$ cat config.mk
export PLATFORM = sky130hd
export DESIGN_NAME = led_ramp_breathe_controller_flat
export DESIGN_NICKNAME = d
export VERILOG_FILES = /design/src/rtl/lrbc_pkg.sv /design/src/rtl/lrbc_if.sv /design/src/rtl/led_ramp_breathe_controller.sv /design/src/flat_wrapper.sv
export SDC_FILE = /design/constraint.sdc
export NUM_CORES = 1
export LEC_CHECK = 0
export ABC_CLOCK_PERIOD_IN_PS = 7100
export BUFFER_PORTS_ARGS = -buffer_cell sky130_fd_sc_hd__buf_2
export CELL_PAD_IN_SITES_DETAIL_PLACEMENT = 1
export CELL_PAD_IN_SITES_GLOBAL_PLACEMENT = 1
export CORE_MARGIN = 4
export CORE_UTILIZATION = 48
export CTS_CLUSTER_SIZE = 20
export DETAILED_ROUTE_END_ITERATION = 8
export HOLD_SLACK_MARGIN = 0.03
export PLACE_DENSITY = 0.87
export SYNTH_ARGS = -nofsm -noshare
export SYNTH_HDL_FRONTEND = slang
export SYNTH_SLANG_ARGS = --single-unit
export TNS_END_PERCENT = 100
$ cat constraint.sdc
create_clock -name clk -period 7.1 [get_ports clk]
set_clock_uncertainty 0.15 [all_clocks]
set_input_delay 0.71 -clock clk [delete_from_list [all_inputs] [get_ports clk]]
set_output_delay 0.71 -clock clk [all_outputs]
set_load 0.01 [all_outputs]
$ cat src/rtl/lrbc_pkg.sv
// Package for the LED ramp and breathe controller.
// Holds field widths, phase, drive and follow-on codes, and register indexes.
// No dependencies.
`timescale 1ns / 1ps

package lrbc_pkg;

  localparam int LevelW = 8;
  localparam int CfgIdxW = 2;

  typedef logic [LevelW-1:0] level_t;

  // Controller phase
  typedef enum logic [1:0] {
    PH_OFF  = 2'd0,
    PH_ON   = 2'd1,
    PH_RAMP = 2'd2,
    PH_OSC  = 2'd3
  } phase_t;

  // LED driver mode
  typedef enum logic [1:0] {
    DRV_AUTO = 2'd0,
    DRV_ON   = 2'd1,
    DRV_OFF  = 2'd2,
    DRV_RSVD = 2'd3
  } drive_t;

  // Phase to take when a ramp reaches its goal
  typedef enum logic [1:0] {
    AR_OFF  = 2'd0,
    AR_ON   = 2'd1,
    AR_RSVD = 2'd2,
    AR_NONE = 2'd3
  } after_t;

  // Configuration register indexes
  typedef enum logic [CfgIdxW-1:0] {
    REG_LEVEL_LOW  = 2'd0,
    REG_LEVEL_HIGH = 2'd1,
    REG_LEVEL_STEP = 2'd2,
    REG_UNUSED     = 2'd3
  } reg_idx_t;

  // Item kinds
  localparam logic MODE_TICK = 1'b0;
  localparam logic MODE_STATUS = 1'b1;

  localparam level_t LEVEL_LOW_RST = 8'd0;
  localparam level_t LEVEL_HIGH_RST = 8'd255;
  localparam level_t LEVEL_STEP_RST = 8'd13;

endpackage

$ cat src/rtl/lrbc_if.sv
// Handshake channels of the LED ramp and breathe controller:
// status/tick requests, results and configuration writes.
// Depends on lrbc_pkg.
`timescale 1ns / 1ps

interface lrbc_item_if;
  logic valid;
  logic ready;
  logic mode;
  logic powered;
  logic charging;

  modport source (output valid, output mode, output powered, output charging,
                  input ready);
  modport sink (input valid, input mode, input powered, input charging,
                output ready);
endinterface

interface lrbc_result_if;
  logic                    valid;
  logic                    ready;
  logic [7:0]              pwm_level;
  logic [1:0]              drive_mode;
  logic [1:0]              phase;

  modport source (output valid, output pwm_level, output drive_mode, output phase,
                  input ready);
  modport sink (input valid, input pwm_level, input drive_mode, input phase,
                output ready);
endinterface

interface lrbc_cfg_if;
  logic                      valid;
  logic                      ready;
  logic [lrbc_pkg::CfgIdxW-1:0] index;
  logic [lrbc_pkg::LevelW-1:0]  data;

  modport source (output valid, output index, output data, input ready);
  modport sink (input valid, input index, input data, output ready);
endinterface

$ cat src/rtl/led_ramp_breathe_controller.sv
// Top level of the LED ramp and breathe controller.
// Depends on lrbc_pkg and the channel interfaces in lrbc_if.sv.
`timescale 1ns / 1ps

// Usage
//   status_in : one request per item. mode 0 is a tick that steps the level,
//               mode 1 is a power status report (powered, charging).
//   result_out: one result per request: pwm_level (gamma mapped level),
//               drive_mode (1 forced on, 2 forced off) and phase.
//   cfg       : register writes, index 0 level_low, 1 level_high,
//               2 level_step; always ready. Write only while idle.
// Timing
//   The controller state updates in the cycle a request is taken; a second
//   stage squares the level and maps it to the drive level. A result
//   passes through the state registers and then the result register.
//   One request per cycle is taken as long as the result side keeps up.
// Reset (rst, synchronous) gives phase off, drive forced off, level 0 and
// the register defaults 0 / 255 / 13.
// When the receiver stalls with a result waiting, status_in.ready drops in
// the same cycle and the controller state and the stage before the result
// register hold until the result is taken.
module led_ramp_breathe_controller (
  input logic     clk,
  input logic     rst,
  lrbc_item_if.sink   status_in,
  lrbc_result_if.source result_out,
  lrbc_cfg_if.sink    cfg
);
  import lrbc_pkg::*;

  // configuration registers
  level_t level_low;
  level_t level_high;
  level_t level_step;

  // controller state
  phase_t phase_st,   phase_next;
  after_t after_ramp, after_ramp_next;
  level_t level,      level_next;
  level_t goal,       goal_next;
  level_t swing_base, swing_base_next;
  drive_t drive,      drive_next;

  // pipeline control and result registers
  logic       stage_valid;
  logic       out_valid;
  logic       advance;
  logic       accept;
  level_t     pwm_level;
  drive_t     drive_mode;
  phase_t     phase_out;
  logic [15:0] square;
  logic [16:0] scaled;

  assign advance = !out_valid || result_out.ready;
  assign status_in.ready = advance;
  assign accept = status_in.valid && advance;
  assign cfg.ready = 1'b1;

  // register writes
  always_ff @(posedge clk) begin
    if (rst) begin
      level_low <= LEVEL_LOW_RST;
      level_high <= LEVEL_HIGH_RST;
      level_step <= LEVEL_STEP_RST;
    end else if (cfg.valid) begin
      unique case (reg_idx_t'(cfg.index))
        REG_LEVEL_LOW:  level_low <= cfg.data;
        REG_LEVEL_HIGH: level_high <= cfg.data;
        REG_LEVEL_STEP: level_step <= cfg.data;
        default: ;
      endcase
    end
  end

  // next controller state for one request
  always_comb begin
    logic       run;
    level_t     ramp_on_goal;
    logic [8:0] up_sum;
    level_t     diff;
    ramp_on_goal = level_high >> 2;
    phase_next = phase_st;
    after_ramp_next = after_ramp;
    level_next = level;
    goal_next = goal;
    swing_base_next = swing_base;
    drive_next = drive;
    run = 1'b0;
    up_sum = '0;
    diff = '0;

    // pick the request, ignore one already under way
    if (status_in.mode == MODE_STATUS) begin
      if (status_in.powered && status_in.charging) begin
        if (phase_st != PH_OSC) begin
          phase_next = PH_OSC;
          goal_next = level_high;
          swing_base_next = level_low;
          run = 1'b1;
        end
      end else if (status_in.powered) begin
        if (phase_st != PH_ON &&
            !(phase_st == PH_RAMP && after_ramp == AR_ON && goal == ramp_on_goal)) begin
          phase_next = PH_RAMP;
          goal_next = ramp_on_goal;
          after_ramp_next = AR_ON;
          run = 1'b1;
        end
      end else begin
        if (phase_st != PH_OFF &&
            !(phase_st == PH_RAMP && after_ramp == AR_OFF && goal == '0)) begin
          phase_next = PH_RAMP;
          goal_next = '0;
          after_ramp_next = AR_OFF;
          run = 1'b1;
        end
      end
    end else begin
      run = 1'b1;
    end

    // tick work
    if (run) begin
      if (phase_next == PH_OFF || phase_next == PH_ON) begin
        drive_next = (phase_next == PH_OFF) ? DRV_OFF : DRV_ON;
        if (after_ramp_next != AR_NONE) begin
          phase_next = phase_t'(after_ramp_next);
          after_ramp_next = AR_NONE;
        end
      end else begin
        if (drive_next != DRV_ON) begin
          drive_next = DRV_ON;
          level_next = '0;
        end
        // step toward goal, clip there
        up_sum = {1'b0, level_next} + {1'b0, level_step};
        diff = level_next - goal_next;
        if (level_next < goal_next) begin
          level_next = (up_sum > {1'b0, goal_next}) ? goal_next : up_sum[7:0];
        end else if (level_next > goal_next) begin
          level_next = (level_step >= diff) ? goal_next : level_next - level_step;
        end
        if (level_next == goal_next) begin
          if (phase_next == PH_RAMP) begin
            if (after_ramp_next != AR_NONE) begin
              phase_next = phase_t'(after_ramp_next);
              after_ramp_next = AR_NONE;
            end
          end else begin
            goal_next = swing_base_next;
            swing_base_next = goal;
            if (phase_st != PH_OSC) begin
              swing_base_next = level_high;
            end
          end
        end
      end
    end
  end

  // hold state, advance on an accepted request
  always_ff @(posedge clk) begin
    if (rst) begin
      phase_st <= PH_OFF;
      after_ramp <= AR_NONE;
      level <= '0;
      goal <= '0;
      swing_base <= '0;
      drive <= DRV_OFF;
    end else if (accept) begin
      phase_st <= phase_next;
      after_ramp <= after_ramp_next;
      level <= level_next;
      goal <= goal_next;
      swing_base <= swing_base_next;
      drive <= drive_next;
    end
  end

  // gamma map: floor(p / 255) for p the square of the 8-bit level
  assign square = level * level;
  assign scaled = {1'b0, square} + {9'd0, square[15:8]} + 17'd1;

  // result stage
  always_ff @(posedge clk) begin
    if (rst) begin
      stage_valid <= 1'b0;
      out_valid <= 1'b0;
    end else if (advance) begin
      stage_valid <= accept;
      out_valid <= stage_valid;
    end
  end

  always_ff @(posedge clk) begin
    if (advance && stage_valid) begin
      pwm_level <= scaled[15:8];
      drive_mode <= drive;
      phase_out <= phase_st;
    end
  end

  assign result_out.valid = out_valid;
  assign result_out.pwm_level = pwm_level;
  assign result_out.drive_mode = drive_mode;
  assign result_out.phase = phase_out;

`ifndef SYNTH
  // the controller never hands out auto drive
  a_no_auto_drive: assert property (@(posedge clk) disable iff (rst)
    result_out.valid |-> (result_out.drive_mode == DRV_ON ||
                          result_out.drive_mode == DRV_OFF))
    else $error("result carries a drive mode other than on or off");

  // forced-off drive only happens with the level at zero
  a_off_dark: assert property (@(posedge clk) disable iff (rst)
    (drive == DRV_OFF) |-> (level == '0))
    else $error("drive forced off with a nonzero level");

  // state moves only on an accepted request
  a_state_hold: assert property (@(posedge clk) disable iff (rst)
    !accept |=> ($stable(level) && $stable(phase_st) && $stable(drive)))
    else $error("controller state changed without a request");

  // an empty result register never blocks the input
  a_ready_free: assert property (@(posedge clk) disable iff (rst)
    !out_valid |-> status_in.ready)
    else $error("input stalled with an empty result register");
`endif

endmodule

$ cat src/flat_wrapper.sv
// flat-port wrapper written by rule: the top's interface ports become plain ports
module led_ramp_breathe_controller_flat import lrbc_pkg::*;
  (clk, rst, status_in_valid, status_in_mode, status_in_powered, status_in_charging, status_in_ready, result_out_valid, result_out_pwm_level, result_out_drive_mode, result_out_phase, result_out_ready, cfg_valid, cfg_index, cfg_data, cfg_ready);
  lrbc_item_if status_in_i ();
  lrbc_result_if result_out_i ();
  lrbc_cfg_if cfg_i ();
  input logic clk;
  input logic rst;
  input wire logic [$bits(status_in_i.valid)-1:0] status_in_valid;
  input wire logic [$bits(status_in_i.mode)-1:0] status_in_mode;
  input wire logic [$bits(status_in_i.powered)-1:0] status_in_powered;
  input wire logic [$bits(status_in_i.charging)-1:0] status_in_charging;
  output wire logic [$bits(status_in_i.ready)-1:0] status_in_ready;
  output wire logic [$bits(result_out_i.valid)-1:0] result_out_valid;
  output wire logic [$bits(result_out_i.pwm_level)-1:0] result_out_pwm_level;
  output wire logic [$bits(result_out_i.drive_mode)-1:0] result_out_drive_mode;
  output wire logic [$bits(result_out_i.phase)-1:0] result_out_phase;
  input wire logic [$bits(result_out_i.ready)-1:0] result_out_ready;
  input wire logic [$bits(cfg_i.valid)-1:0] cfg_valid;
  input wire logic [$bits(cfg_i.index)-1:0] cfg_index;
  input wire logic [$bits(cfg_i.data)-1:0] cfg_data;
  output wire logic [$bits(cfg_i.ready)-1:0] cfg_ready;
  assign status_in_i.valid = status_in_valid;
  assign status_in_i.mode = status_in_mode;
  assign status_in_i.powered = status_in_powered;
  assign status_in_i.charging = status_in_charging;
  assign status_in_ready = status_in_i.ready;
  assign result_out_valid = result_out_i.valid;
  assign result_out_pwm_level = result_out_i.pwm_level;
  assign result_out_drive_mode = result_out_i.drive_mode;
  assign result_out_phase = result_out_i.phase;
  assign result_out_i.ready = result_out_ready;
  assign cfg_i.valid = cfg_valid;
  assign cfg_i.index = cfg_index;
  assign cfg_i.data = cfg_data;
  assign cfg_ready = cfg_i.ready;
  led_ramp_breathe_controller u_core (.clk(clk), .rst(rst), .status_in(status_in_i), .result_out(result_out_i), .cfg(cfg_i));
endmodule
==> results.md <==
* Count of warnings emitted by yosys at 0
* Placed cells at 1138
* Clk_lat worst skew at 0.34 ns
* Tmin final at 6.80 ns
* Setup crit start kind: flip-flop
* Maximum vdd drop at 0.163 mV
* Setup Viol. Count Final at 0
* Reg clk slew, reported paths at 0.06 ns
* Top sig layer: met4
* Area grow syn2layout at 11.5%
* Fin cells at 1158
* Worst-path fanout max at 9
* Outcome: completed
* Combinational cell fraction of total power at 34.4%
* Worst EP required at 7.19 ns
* Crit path kind: reg2reg
* Routed WL per cell at 20.9 um
* Share of layout cells above drive strength 1 at 12.3%
* FFs w/ async S/R, synth at 0%
* Pint at 998 uW
* EDFF count, synth at 12
* Cells after Synth at 938
* Average size of a mapped cell at 7.90 um2
* Hold_sp: u_core.drive[0]
* Post-DRT Antenna Nets at 0
* Commonest cells after routing, fill and taps aside: nand2_1 (107), inv_1 (87), nor2_1 (77), ha_1 (77), a21oi_1 (70)
* Final hold violation count at 0
* Flop pwr share at 29.2%
* CTS Hold Bufs at 0
* Post-synth cell types at 83
* Post-Syn Nets at 1061
* Fill cells at 1824
* Sink Count at 68
* First-pass GRT wire length at 39100 um
* CTS H-tree lvls at 3
* Routed length on met2 at 11600 um
* Post-synthesis sequential area ratio at 20.0%
* Leak at 3.96 nW
* Maximum clock frequency at 147 MHz
* CTS tree: built
* Most common cell after layout, fill and taps aside: nand2_1
* Cell Rows at 45
* Die area at 17500 um2
* GRT overflow at 0
* Reg2reg path depth at 26
* Final wirelength at 24100 um
* Max-cap violations at 0
* Die X at 132 um
* WL met3 at 1280 um
* #FFs+latches synth at 68
* CTS root buffer: clkbuf_16
* Clk network pwr share at 36.4%
* Fin crit share at 95.8%
* Vias in the first global route at 7445
* Fin. max-slew vios at 0
* Largest net degree at the start of global routing at 30
* Power per cell area at 187 nW/um2
* CP Capture Type: flip-flop
* Residual DRC at 0
* Switch share at 35.3%
* I/O Buffers at 31
* Vias at 7205
* Main flop type after synthesis: dfxtp_1
* Die Y at 132 um
* DR iter-0 viols at 555
* Initial Util at 48.9%
* WL met1 at 10600 um
* Slew HR at 25.8%
* Detailed placement HPWL at 17900 um
* CTS Buffer Depth at 2
* Worst Tran Pin Value at 1.11 ns
* Setup TNS at 0 ns
* DR pass1 iterations at 5
* WHS Path Cells at 0
* Reg2reg end: u_core.goal[7]
* Antenna diodes at 0
* Clock buffer count from CTS at 9
* Placer's final routability congestion estimate at 0.922
* Antenna violations before repair at 0
* CORE AREA at 15100 um2
* Worst Path Arrival at 6.90 ns
* RR Startpoint: u_core.level_high[5]
* NetSw at 544 uW
* Fin nets at 1088
* Hold crit path type: reg2reg
* R2r setup slk at 0.30 ns
* Synth Cell Area at 7410 um2
* Vias per Instance at 6.22
* GRT Resource Usage Total at 27.5%
* IO Count at 33
* Worst Hold End: u_core.result_out.drive_mode[0]
[logic make-up (layout without fill, tap and decap cells)]
logic type               count (synthesis)  in the layout  share of synthesized area, %
flip-flops                              68             68                          20.0
other                                    1              1                        0.0506
multiplexers                            30             30                          4.07
adder cells (fa/ha/maj)                105            105                          20.6
buffers and inverters                  131            163                          6.89
AND/OR/NAND/NOR                        326            326                          21.6
XOR/XNOR                                42             42                          4.96
AO/OA/AOI/OAI                          235            235                          21.8
[metal layers]
metal | vias up | global-route usage [%]
li1 | 3352 | -
met1 | 3546 | 35.2
met2 | 254 | 46.8
met3 | 53 | 4.85
met4 | 0 | 9.47
met5 | - | 0
[critical path, stage by stage (launching register included)]
cell      delay [ns]
dfxtp_1         0.50
xor2_1          0.26
nor3_2          0.11
a311oi_4        0.40
nor2_1          0.14
a221o_1         0.44
inv_1           0.24
ha_1            0.30
a21o_1          0.19
a21o_1          0.20
and2_1          0.16
o21ai_0         0.16
nand2b_1        0.11
a21o_1          0.18
a21oi_1         0.16
xor2_1          0.19
ha_1            0.28
and3_1          0.20
a221oi_2        0.35
o21a_1          0.31
buf_4           0.21
a31oi_1         0.09
o22ai_1         0.20
mux2i_1         0.11
and3_1          0.30
and4_2          0.40
o311ai_2        0.31
[sequential cells by signal, indices dropped and copies added (netlist names)]
| signal | cells |
|---|---|
| u_core.level_step | 8 |
| u_core.level_high | 8 |
| u_core.phase_st | 2 |
| u_core.result_out.phase | 2 |
| u_core.result_out.pwm_level | 8 |
| u_core.goal | 8 |
| u_core.swing_base | 8 |
| u_core.level_low | 8 |
| u_core.result_out.valid | 1 |
| u_core.drive | 2 |
| u_core.result_out.drive_mode | 2 |
| u_core.stage_valid | 1 |
| u_core.after_ramp | 2 |
| u_core.level | 8 |
[how the worst max path moves through the flow]
stage,from,slack (ns),depth (start not counted),to
after global routing,u_core.level[3],-0.02,27,u_core.result_out.pwm_level[7]
after floorplan,u_core.level[0],0.61,28,u_core.result_out.pwm_level[7]
after CTS,u_core.level[6],0.05,25,u_core.result_out.pwm_level[7]
final,u_core.level_high[5],0.30,26,u_core.goal[7]
after detailed placement,u_core.level[3],0.05,27,u_core.result_out.pwm_level[7]
after global placement,u_core.level[3],0.39,27,u_core.result_out.pwm_level[7]
[area by class of cell]
type	instances	area [um2]	share of cell area [%]
Clock buffer	10	229	2.77
Clock inverter	6	138	1.67
Inverter	87	327	3.95
Multi-Input combinational cell	739	5470	66.2
Sequential cell	68	1490	18.0
Tap cell	188	235	2.85
Timing Repair Buffer	60	373	4.51
[through the flow]
stage / util (%) / power [mW] / worst slack, ns / hold WS [ns] / area, um2
3_3_place_gp: 51.5 / 0.934 / 0.392 / 0.290 / 7800
3_5_place_dp: 51.5 / 0.957 / 0.0541 / 0.295 / 7800
5_1_grt: 54.6 / 1.61 / -0.0188 / 0.353 / 8260
6_report: 54.6 / 1.54 / 0.298 / 0.317 / 8260
4_1_cts: 54.0 / 1.53 / 0.0542 / 0.312 / 8180
2_1_floorplan: - / 0.810 / 0.612 / 0.273 / 7410
[timing repair]
action	CTS	global route
pin swaps	0	4
endpoints found under the setup margin	1	17
gates resized for setup	1	19
buffers inserted	0	4
[synthesized netlist by cell type, drive strengths merged (6+ instances only)]
cell,number,area [um2]
inv,87,327
a21oi,71,367
nand2,107,402
a22o,6,52.6
fa,28,561
edfxtp,12,360
nor2,78,295
o22ai,15,93.8
or3,6,37.5
a31oi,10,77.6
o21ai,32,160
mux2i,29,290
nand4,6,58.8
xnor2,28,245
nor3,9,50.1
a21o,14,105
ha,77,963
o21a,10,75.1
nor2b,10,62.6
nand3,34,170
o211ai,8,60.1
clkbuf,31,116
a211oi,15,118
and3,7,43.8
xor2,14,123
dfxtp,56,1120
or2,6,37.5
nand2b,16,100
and2,23,144
buf,13,67.6
[power groups by stage]
stage | clock [mW] | sequential (mW) | combinational, mW
2_1_floorplan | 0 | 0.440 | 0.370
3_3_place_gp | 0 | 0.453 | 0.481
3_5_place_dp | 0 | 0.455 | 0.502
4_1_cts | 0.568 | 0.447 | 0.514
5_1_grt | 0.585 | 0.453 | 0.576
6_report | 0.562 | 0.450 | 0.530
(Power assumes the default switching activity.)
